## src/hw/rtl/tsa_pkg.sv

```systemverilog
// ----------------------------------------------------------------------------
// Tire sensor alarm table package
// Operation, status and register codes, reset values and alarm helpers.
// ----------------------------------------------------------------------------
package tsa_pkg;

   localparam int PresW  = 14;
   localparam int TempW  = 12;
   localparam int IdentW = 32;
   localparam int TicksW = 32;
   localparam int OpW    = 3;
   localparam int SlotW  = 3;
   localparam int CsrAddrW = 5;
   localparam int CsrDataW = 32;

   typedef enum logic [OpW-1:0] {
      OP_REGISTER   = 3'd0,
      OP_UNREGISTER = 3'd1,
      OP_UPDATE     = 3'd2,
      OP_GET        = 3'd3,
      OP_TICK       = 3'd4
   } op_type;

   typedef enum logic [1:0] {
      STATUS_OK          = 2'd0,
      STATUS_INVALID     = 2'd1,
      STATUS_NOT_ALLOWED = 2'd2
   } status_type;

   typedef enum logic [2:0] {
      CSR_NORMAL_FRONT   = 3'd0,
      CSR_NORMAL_REAR    = 3'd1,
      CSR_CAUTION_DEV    = 3'd2,
      CSR_CRITICAL_DEV   = 3'd3,
      CSR_TEMP_CAUTION   = 3'd4,
      CSR_TEMP_CRITICAL  = 3'd5,
      CSR_VALID_TICKS    = 3'd6
   } csr_index_type;

   localparam logic [PresW-1:0]        NormalFrontReset = 14'd2300;
   localparam logic [PresW-1:0]        NormalRearReset  = 14'd2300;
   localparam logic [PresW-1:0]        CautionDevReset  = 14'd200;
   localparam logic [PresW-1:0]        CriticalDevReset = 14'd400;
   localparam logic signed [TempW-1:0] TempLimitReset   = 12'sd0;
   localparam logic [TicksW-1:0]       ValidTicksReset  = 32'd0;

   // pressure outside nominal +/- deviation; widened one bit so sums never wrap
   function automatic logic band_alarm(input logic [PresW-1:0] pres,
                                       input logic [PresW-1:0] nominal,
                                       input logic [PresW-1:0] dev);
      logic [PresW:0] p_plus_d;
      logic [PresW:0] n_plus_d;
      p_plus_d = {1'b0, pres} + {1'b0, dev};
      n_plus_d = {1'b0, nominal} + {1'b0, dev};
      return (p_plus_d < {1'b0, nominal}) || ({1'b0, pres} > n_plus_d);
   endfunction

   // limit only counts when positive
   function automatic logic temp_alarm(input logic signed [TempW-1:0] temp,
                                       input logic signed [TempW-1:0] limit);
      return (limit > 12'sd0) && (temp > limit);
   endfunction

endpackage

```

## src/hw/rtl/tire_sensor_alarm_table.sv

```systemverilog
// ----------------------------------------------------------------------------
// Tire sensor alarm table
// Per-slot sensor id, reading, validity timeout and pressure/temp alarms.
// ----------------------------------------------------------------------------
//
//   channel   ports                          handshake
//   -------   ----------------------------   ------------------------------
//   request   req_op/ident/slot/pres/temp    start & !busy
//   response  rsp_status ... rsp_critical_any rsp_valid strobe, one cycle
//   csr       psel/penable/pwrite/paddr/...  APB write, pready tied high
//
// One word per cycle in, one response word per request word.
// The request word is registered, then one pass of compare/update logic writes
// the slot state and the response register in the same cycle.
// busy is a register that reset sets and that clears once reset is released;
// otherwise a word is taken every cycle.
// Reset is synchronous and restores the table and csr defaults.
// The response side cannot stall; rsp_valid pulses once per word.
// ----------------------------------------------------------------------------
module tire_sensor_alarm_table #(
   parameter int NUM_TIRES = 4
) (
   input  logic                                   clock,
   input  logic                                   reset,
   // request
   input  logic                                   start,
   output logic                                   busy,
   input  logic [tsa_pkg::OpW-1:0]                req_op,
   input  logic [tsa_pkg::IdentW-1:0]             req_sensor_ident,
   input  logic [tsa_pkg::SlotW-1:0]              req_slot,
   input  logic [tsa_pkg::PresW-1:0]              req_pressure_in,
   input  logic signed [tsa_pkg::TempW-1:0]       req_temperature_in,
   // response
   output logic                                   rsp_valid,
   output logic [1:0]                             rsp_status,
   output logic                                   rsp_data_valid,
   output logic                                   rsp_tire_alarm,
   output logic [tsa_pkg::PresW-1:0]              rsp_pressure_out,
   output logic signed [tsa_pkg::TempW-1:0]       rsp_temperature_out,
   output logic                                   rsp_critical_any,
   // csr
   input  logic                                   psel,
   input  logic                                   penable,
   input  logic                                   pwrite,
   input  logic [tsa_pkg::CsrAddrW-1:0]           paddr,
   input  logic [tsa_pkg::CsrDataW-1:0]           pwdata,
   output logic [tsa_pkg::CsrDataW-1:0]           prdata,
   output logic                                   pready
);

   localparam int PresW  = tsa_pkg::PresW;
   localparam int TempW  = tsa_pkg::TempW;
   localparam int IdentW = tsa_pkg::IdentW;
   localparam int TicksW = tsa_pkg::TicksW;

   // ---------------- csr ----------------
   logic [PresW-1:0]        normal_front_ff, normal_rear_ff;
   logic [PresW-1:0]        caution_dev_ff, critical_dev_ff;
   logic signed [TempW-1:0] temp_caution_ff, temp_critical_ff;
   logic [TicksW-1:0]       valid_ticks_ff;
   logic                    csr_wr;
   tsa_pkg::csr_index_type  csr_idx;

   assign pready  = 1'b1;
   assign csr_wr  = psel && penable && pwrite;
   assign csr_idx = tsa_pkg::csr_index_type'(paddr[4:2]);

   always_ff @(posedge clock) begin
      if (reset) begin
         normal_front_ff  <= tsa_pkg::NormalFrontReset;
         normal_rear_ff   <= tsa_pkg::NormalRearReset;
         caution_dev_ff   <= tsa_pkg::CautionDevReset;
         critical_dev_ff  <= tsa_pkg::CriticalDevReset;
         temp_caution_ff  <= tsa_pkg::TempLimitReset;
         temp_critical_ff <= tsa_pkg::TempLimitReset;
         valid_ticks_ff   <= tsa_pkg::ValidTicksReset;
      end else if (csr_wr) begin
         unique case (csr_idx)
            tsa_pkg::CSR_NORMAL_FRONT:  normal_front_ff  <= pwdata[PresW-1:0];
            tsa_pkg::CSR_NORMAL_REAR:   normal_rear_ff   <= pwdata[PresW-1:0];
            tsa_pkg::CSR_CAUTION_DEV:   caution_dev_ff   <= pwdata[PresW-1:0];
            tsa_pkg::CSR_CRITICAL_DEV:  critical_dev_ff  <= pwdata[PresW-1:0];
            tsa_pkg::CSR_TEMP_CAUTION:  temp_caution_ff  <= pwdata[TempW-1:0];
            tsa_pkg::CSR_TEMP_CRITICAL: temp_critical_ff <= pwdata[TempW-1:0];
            tsa_pkg::CSR_VALID_TICKS:   valid_ticks_ff   <= pwdata[TicksW-1:0];
            default: ;
         endcase
      end
   end

   always_comb begin
      unique case (csr_idx)
         tsa_pkg::CSR_NORMAL_FRONT:  prdata = {{(32-PresW){1'b0}}, normal_front_ff};
         tsa_pkg::CSR_NORMAL_REAR:   prdata = {{(32-PresW){1'b0}}, normal_rear_ff};
         tsa_pkg::CSR_CAUTION_DEV:   prdata = {{(32-PresW){1'b0}}, caution_dev_ff};
         tsa_pkg::CSR_CRITICAL_DEV:  prdata = {{(32-PresW){1'b0}}, critical_dev_ff};
         tsa_pkg::CSR_TEMP_CAUTION:  prdata = {{(32-TempW){1'b0}}, temp_caution_ff};
         tsa_pkg::CSR_TEMP_CRITICAL: prdata = {{(32-TempW){1'b0}}, temp_critical_ff};
         tsa_pkg::CSR_VALID_TICKS:   prdata = valid_ticks_ff;
         default:                    prdata = '0;
      endcase
   end

   // ---------------- request register ----------------
   logic                       busy_ff;
   logic                       in_valid_ff;
   tsa_pkg::op_type            in_op_ff;
   logic [IdentW-1:0]          in_ident_ff;
   logic [tsa_pkg::SlotW-1:0]  in_slot_ff;
   logic [PresW-1:0]           in_pres_ff;
   logic signed [TempW-1:0]    in_temp_ff;
   logic                       accept;

   assign busy   = busy_ff;
   assign accept = start && !busy_ff;

   always_ff @(posedge clock) begin
      if (reset) begin
         busy_ff     <= 1'b1;
         in_valid_ff <= 1'b0;
      end else begin
         busy_ff     <= 1'b0;
         in_valid_ff <= accept;
      end
   end

   always_ff @(posedge clock) begin
      if (accept) begin
         in_op_ff    <= tsa_pkg::op_type'(req_op);
         in_ident_ff <= req_sensor_ident;
         in_slot_ff  <= req_slot;
         in_pres_ff  <= req_pressure_in;
         in_temp_ff  <= req_temperature_in;
      end
   end

   // ---------------- slot table ----------------
   logic [IdentW-1:0]       ident_ff [NUM_TIRES];
   logic [IdentW-1:0]       ident_in [NUM_TIRES];
   logic [PresW-1:0]        pres_ff  [NUM_TIRES];
   logic [PresW-1:0]        pres_in  [NUM_TIRES];
   logic signed [TempW-1:0] temp_ff  [NUM_TIRES];
   logic signed [TempW-1:0] temp_in  [NUM_TIRES];
   logic [TicksW-1:0]       count_ff [NUM_TIRES];
   logic [TicksW-1:0]       count_in [NUM_TIRES];
   logic [NUM_TIRES-1:0]    valid_ff, valid_in;
   logic [NUM_TIRES-1:0]    run_ff, run_in;

   logic [NUM_TIRES-1:0]    id_match, id_first, slot_sel;
   logic [NUM_TIRES-1:0]    caution, critical;
   logic                    id_zero, id_hit, slot_ok, found;
   logic [TicksW-1:0]       count_dec;
   logic [PresW-1:0]        nominal;

   // response next values
   tsa_pkg::status_type     status_in;
   logic                    data_valid_in, tire_alarm_in, master_in;
   logic [PresW-1:0]        pres_out_in;
   logic signed [TempW-1:0] temp_out_in;

   always_comb begin
      id_zero = (in_ident_ff == '0);
      slot_ok = ({1'b0, in_slot_ff} < 4'(NUM_TIRES));
      found   = 1'b0;
      for (int i = 0; i < NUM_TIRES; i++) begin
         id_match[i] = (ident_ff[i] == in_ident_ff);
         // idents are unique, but keep lowest-slot priority anyway
         id_first[i] = id_match[i] && !found;
         found       = found || id_match[i];
         slot_sel[i] = (in_slot_ff == tsa_pkg::SlotW'(i));
      end
      id_hit = found;

      // next state
      for (int i = 0; i < NUM_TIRES; i++) begin
         ident_in[i] = ident_ff[i];
         pres_in[i]  = pres_ff[i];
         temp_in[i]  = temp_ff[i];
         count_in[i] = count_ff[i];
         valid_in[i] = valid_ff[i];
         run_in[i]   = run_ff[i];
         count_dec   = count_ff[i] - 1'b1;
         if (in_valid_ff) begin
            case (in_op_ff)
               tsa_pkg::OP_REGISTER: begin
                  if (!id_zero && slot_ok && !id_hit && slot_sel[i]) begin
                     ident_in[i] = in_ident_ff;
                     valid_in[i] = 1'b0;
                     run_in[i]   = 1'b0;
                     count_in[i] = '0;
                  end
               end
               tsa_pkg::OP_UNREGISTER: begin
                  if (!id_zero && id_first[i]) begin
                     ident_in[i] = '0;
                     valid_in[i] = 1'b0;
                     run_in[i]   = 1'b0;
                     count_in[i] = '0;
                  end
               end
               tsa_pkg::OP_UPDATE: begin
                  if (!id_zero && id_first[i]) begin
                     pres_in[i]  = in_pres_ff;
                     temp_in[i]  = in_temp_ff;
                     valid_in[i] = 1'b1;
                     run_in[i]   = (valid_ticks_ff != '0);
                     count_in[i] = valid_ticks_ff;   // zero when timeout is off
                  end
               end
               tsa_pkg::OP_TICK: begin
                  if (run_ff[i]) begin
                     count_in[i] = count_dec;
                     if (count_dec == '0) begin
                        run_in[i]   = 1'b0;
                        valid_in[i] = 1'b0;
                     end
                  end
               end
               default: ;
            endcase
         end
      end

      // alarms follow the post-update table and the current csr values
      master_in = 1'b0;
      for (int i = 0; i < NUM_TIRES; i++) begin
         nominal     = (i < 2) ? normal_front_ff : normal_rear_ff;
         caution[i]  = (ident_in[i] != '0) &&
                       (tsa_pkg::band_alarm(pres_in[i], nominal, caution_dev_ff) ||
                        tsa_pkg::temp_alarm(temp_in[i], temp_caution_ff));
         critical[i] = (ident_in[i] != '0) &&
                       (tsa_pkg::band_alarm(pres_in[i], nominal, critical_dev_ff) ||
                        tsa_pkg::temp_alarm(temp_in[i], temp_critical_ff));
         master_in   = master_in || (valid_in[i] && critical[i]);
      end

      // status and get readback
      status_in     = tsa_pkg::STATUS_OK;
      data_valid_in = 1'b0;
      tire_alarm_in = 1'b0;
      pres_out_in   = '0;
      temp_out_in   = '0;
      case (in_op_ff)
         tsa_pkg::OP_REGISTER: begin
            if (id_zero || !slot_ok) begin
               status_in = tsa_pkg::STATUS_INVALID;
            end else if (id_hit) begin
               status_in = tsa_pkg::STATUS_NOT_ALLOWED;
            end
         end
         tsa_pkg::OP_UNREGISTER: begin
            if (id_zero) begin
               status_in = tsa_pkg::STATUS_INVALID;
            end else if (!id_hit) begin
               status_in = tsa_pkg::STATUS_NOT_ALLOWED;
            end
         end
         tsa_pkg::OP_UPDATE: begin
            if (id_zero) begin
               status_in = tsa_pkg::STATUS_INVALID;
            end
         end
         tsa_pkg::OP_GET: begin
            if (!slot_ok) begin
               status_in = tsa_pkg::STATUS_INVALID;
            end
            for (int i = 0; i < NUM_TIRES; i++) begin
               if (slot_sel[i]) begin
                  if (ident_in[i] == '0) begin
                     status_in = tsa_pkg::STATUS_NOT_ALLOWED;
                  end else if (valid_in[i]) begin
                     data_valid_in = 1'b1;
                     tire_alarm_in = caution[i] || critical[i];
                     pres_out_in   = pres_in[i];
                     temp_out_in   = temp_in[i];
                  end
               end
            end
         end
         tsa_pkg::OP_TICK: ;
         default: status_in = tsa_pkg::STATUS_INVALID;
      endcase
   end

   always_ff @(posedge clock) begin
      if (reset) begin
         for (int i = 0; i < NUM_TIRES; i++) begin
            ident_ff[i] <= '0;
            pres_ff[i]  <= '0;
            temp_ff[i]  <= '0;
            count_ff[i] <= '0;
         end
         valid_ff <= '0;
         run_ff   <= '0;
      end else begin
         for (int i = 0; i < NUM_TIRES; i++) begin
            ident_ff[i] <= ident_in[i];
            pres_ff[i]  <= pres_in[i];
            temp_ff[i]  <= temp_in[i];
            count_ff[i] <= count_in[i];
         end
         valid_ff <= valid_in;
         run_ff   <= run_in;
      end
   end

   // ---------------- response register ----------------
   logic                    rsp_valid_ff;
   tsa_pkg::status_type     rsp_status_ff;
   logic                    rsp_data_valid_ff, rsp_tire_alarm_ff, rsp_crit_any_ff;
   logic [PresW-1:0]        rsp_pres_ff;
   logic signed [TempW-1:0] rsp_temp_ff;

   always_ff @(posedge clock) begin
      if (reset) begin
         rsp_valid_ff <= 1'b0;
      end else begin
         rsp_valid_ff <= in_valid_ff;
      end
   end

   always_ff @(posedge clock) begin
      if (in_valid_ff) begin
         rsp_status_ff     <= status_in;
         rsp_data_valid_ff <= data_valid_in;
         rsp_tire_alarm_ff <= tire_alarm_in;
         rsp_pres_ff       <= pres_out_in;
         rsp_temp_ff       <= temp_out_in;
         rsp_crit_any_ff   <= master_in;
      end
   end

   assign rsp_valid           = rsp_valid_ff;
   assign rsp_status          = rsp_status_ff;
   assign rsp_data_valid      = rsp_data_valid_ff;
   assign rsp_tire_alarm      = rsp_tire_alarm_ff;
   assign rsp_pressure_out    = rsp_pres_ff;
   assign rsp_temperature_out = rsp_temp_ff;
   assign rsp_critical_any    = rsp_crit_any_ff;

endmodule

```

## config.mk

```make
export PLATFORM = sky130hd
export DESIGN_NAME = tire_sensor_alarm_table
export DESIGN_NICKNAME = d
export VERILOG_FILES = /design/src/hw/rtl/tsa_pkg.sv /design/src/hw/rtl/tire_sensor_alarm_table.sv
export SDC_FILE = /design/constraint.sdc
export NUM_CORES = 2
export LEC_CHECK = 0
export BUFFER_PORTS_ARGS = -buffer_cell sky130_fd_sc_hd__buf_4
export CAP_MARGIN = 20
export CELL_PAD_IN_SITES_DETAIL_PLACEMENT = 1
export CELL_PAD_IN_SITES_GLOBAL_PLACEMENT = 1
export CORE_MARGIN = 2
export CORE_UTILIZATION = 40
export CTS_BUF_LIST = sky130_fd_sc_hd__clkbuf_16
export DETAILED_ROUTE_END_ITERATION = 10
export PLACE_DENSITY = 0.73
export SYNTH_ARGS = -nofsm -noshare
export SYNTH_HDL_FRONTEND = slang
export SYNTH_SLANG_ARGS = --single-unit
```

## constraint.sdc

```tcl
create_clock -name clock -period 15.1 [get_ports clock]
set_input_delay 1.51 -clock clock [delete_from_list [all_inputs] [get_ports clock]]
set_output_delay 1.51 -clock clock [all_outputs]
set_load 0.01 [all_outputs]
```

==> reports/qor.yml <==
floorplan:
  die_w_um: 329.3
  core_mm2: 0.1051
  start_util_pct: 40.26
  ios: 173
  die_y_um: 329.3
  placementRows: 119
  dieArea_mm2: 0.1084
yosys:
  synth-xor-area-share_pct: 5.939
  async_reset_ff_share_pct: 0
  synthCells: 5164
  synth_compound_area_share_pct: 20.43
  synth-seq-area-share_pct: 29.59
  synth_seq_cells: 578
  synthesis.area_mm2: 0.04232
  synth-simple-area-share_pct: 20.82
  synth_edf_count: 95
  yosysUniqueCellTypes: 96
  synthAdderAreaFrac_pct: 15.11
  synth.area.mux_share_pct: 3.660
  synth_top_family_by_area: "simple AND/OR/NAND/NOR gates"
  syn_area_per_cell_um2: 8.196
  synth_nets: 5775
  dominantRegCellSynth: "dfxtp_1"
  ys_warn_count: 0
power_and_ir_drop:
  ir_drop_mv: 0.08666
  power_uw: 3577
  leakage_uw: 0.01991
  powerDensity_mw_per_mm2: 76.22
clocking:
  cts_setup_buffers: 0
  cts_root_buf: "clkbuf_16"
  h-tree-depth: 3
  cts_resized: 0
  clkSinkCount: 578
  cts_tree: "yes"
  numCtsBuffers: 72
  clock_latency_ps: 660
  clk_transition_reported_paths_ps: 60
  clk_path_buf_depth: 3
  ctsHoldBuffers: 0
timing:
  setup_viol: 0
  rsz0062_at_grt: "no"
  fmax_mhz: 117.3
  worstMarginPinSlew_ps: 1178
  drv_slew: 0
  max-slew-margin-rel_pct: 20.63
  skew_ps: 30.92
  fin_tns_setup_ps: 0
  period_needed_ps: 8524
  period_share_pct: 56.45
  hold_viol: 0
critical_path:
  critPathRequiredTime_ps: 15530
  setup.worst_path.start_class: "flip-flop"
  reg2reg_depth: 27
  crit_start: "in_ident_ff[2]"
  cp_data_arrival_time_ps: 8950
  path_max_fanout: 13
  cp-end-kind: "flip-flop"
  crit-reg2reg-launch: "in_ident_ff[2]"
  endpoint: "rsp_tire_alarm"
  critPathKind: "flip-flop to flip-flop"
  reg2reg_slack_ps: 6580
  r2r-end: "rsp_tire_alarm"
detailed_routing:
  vias_per_cell: 6.049
  drt_iter0_markers: 2890
  drc_errors: 0
  routed_wirelength_um: 162200
  wl_per_cell_um: 24.46
  num_vias: 40120
  first_pass_iters: 5
  drt.antenna.violating_nets: 0
place:
  place.gp.congestion: 0.9487
  hpwlAfterDp_um: 120700
  port_buffers: 169
grt:
  grt_pass1_wl_um: 244300
  grt_max_degree: 151
  grt_pass1_vias: 40230
  gr-total-overflow: 0
  antenna_found_initial: 6
  grtUsageTotal_pct: 29.11
layout:
  nFillCells: 12670
  drive_above_1_share_pct: 8.589
  area_delta_synth_final_pct: 10.91
  fin_nets: 5792
min_path:
  min_path_type: "flip-flop to flip-flop"
flow_run:
  cap_violations: 0
outcome:
  outcome: "finished clean"
## cell usage in the layout (no fill, tap or decap), types with 106 or more instances in the layout
cell / count
inv_1: 214
ha_1: 492
nor4_1: 125
nand2_1: 502
nor2_1: 465
o21ai_0: 350
nand3_1: 106
xnor2_1: 196
nor3_1: 135
dfxtp_1: 482
a21oi_1: 461
buf_4: 213
## metrics by stage
stage / std cells / setup slack (ps) / util (%) / area (um2) / hold slack [ps]
after global routing: 6630 / 6183 / 44.65 / 46930 / 505.6
after global placement: 6497 / 6856 / 42.45 / 44620 / 454.6
final: 6632 / 6576 / 44.65 / 46940 / 468.5
after detailed placement: 6498 / 6604 / 42.46 / 44630 / 466.9
after floorplan: 5164 / 8592 / - / 42320 / 439.7
after CTS: 6630 / 6575 / 44.65 / 46930 / 474.9
## flip-flops by register name (all words and copies together), names as in the netlist, 2 cells and up
signal and count:
count_ff 128, valid_ticks_ff 32, in_ident_ff 32, caution_dev_ff 14, rsp_temperature_out 12, rsp_pressure_out 14
valid_ff 4, temp_critical_ff 12, in_op_ff 3, normal_front_ff 14, run_ff 4, rsp_status 2
temp_caution_ff 12, nominal 14, critical_dev_ff 14, ident_ff 128, in_temp_ff 12, pres_ff 56
temp_ff 48, in_slot_ff 3, in_pres_ff 14
## report_power, final
part	leakage [uW]	internal (uW)	switching, uW	total, uW
Sequential	0.00478	1580	35.2	1620
Combinational	0.0139	90.4	159	249
Clock	0.00119	966	747	1710
## worst max-delay path: stages, from the launching register on
cell and delay [ps]:
edfxtp_1 680, xor2_1 270, nor4_1 460, nand4_1 150
nor2_1 490, nand4_1 400, nor2_2 240, buf_4 400
mux2i_1 450, inv_1 230, ha_1 280, fa_1 450
a21oi_1 190, o21ai_0 190, o31a_1 360, a41o_1 280
nor4_1 320, or3_1 210, xnor2_1 120, ha_1 260
nor2b_1 130, o21ai_0 150, nand2_1 80, a211oi_1 680
a211oi_1 250, nand4_1 140, nor2_1 50, o41ai_1 330
## area by class of cell
| type | instances | area, um2 | area share (%) |
|---|---|---|---|
| multi-input combinational | 4114 | 27970 | 59.59 |
| sequential | 578 | 12530 | 26.69 |
| clock buffer | 72 | 1802 | 3.838 |
| tap | 1391 | 1740 | 3.708 |
| timing repair buffer | 216 | 1645 | 3.505 |
| inverter | 199 | 747.0 | 1.591 |
| clock inverter | 60 | 503.0 | 1.072 |
| antenna | 2 | 5.005 | 0.01066 |
## Yosys cell counts, types with 10 or more instances
library cell	n	area, um2
a211o_1	20	175.2
a211oi_1	36	270.3
a21o_1	61	457.9
a21oi_1	461	2307
a22oi_1	103	773.2
a31oi_1	34	212.7
a32oi_1	68	595.6
and2_1	37	231.5
and3_1	43	269.0
buf_1	12	45.04
buf_2	46	230.2
clkbuf_1	206	773.2
dfxtp_1	483	9669
edfxtp_1	95	2853
fa_1	12	240.2
ha_1	492	6156
inv_1	199	747.0
mux2_2	58	653.1
mux2i_1	67	670.6
mux4_2	10	225.2
nand2_1	503	1888
nand2b_1	42	262.8
nand3_1	107	535.5
nand3b_1	16	120.1
nand4_1	88	550.5
nor2_1	467	1753
nor2b_1	93	581.8
nor3_1	136	680.7
nor3b_1	15	112.6
nor4_1	125	782.0
o2111ai_1	15	131.4
o211ai_1	21	157.7
o21a_1	40	300.3
o21ai_0	350	1752
o21bai_1	33	247.7
o22ai_1	13	81.33
o31ai_1	16	120.1
o41ai_1	17	148.9
or2_2	17	106.4
or3_1	30	187.7
or4_1	23	172.7
xnor2_1	196	1717
xor2_1	91	797.0
## worst min-delay path by stage
stage | depth (start not counted) | to | slack [ps] | startpoint
CTS | 2 | count_ff[0][5] | 470 | count_ff[0][5]
floorplan | 2 | count_ff[0][5] | 440 | count_ff[0][5]
global placement | 2 | count_ff[0][5] | 450 | count_ff[0][5]
detailed placement | 2 | count_ff[0][5] | 470 | count_ff[0][5]
finish | 2 | count_ff[0][5] | 470 | count_ff[0][5]
global route | 2 | valid_ff[3] | 510 | valid_ff[3]
## routing by layer
layer,GRT usage [%],part of all wire (%)
met2,48.72,47
met1,37.86,44
met4,12.02,4.4
met5,0,0.0080
met3,3.607,4.6
## kinds of logic (layout without fill, tap and decap cells)
kind of cell | count (synthesis) | in the layout
xor+xnor | 287 | 287
compound gates | 1385 | 1385
buf+inv | 472 | 547
simple gates | 1802 | 1802
mux | 135 | 135
flops | 578 | 578
other cells | 1 | 3
fa+ha+maj | 504 | 504
No activity file was read; power rests on OpenSTA's default activity.
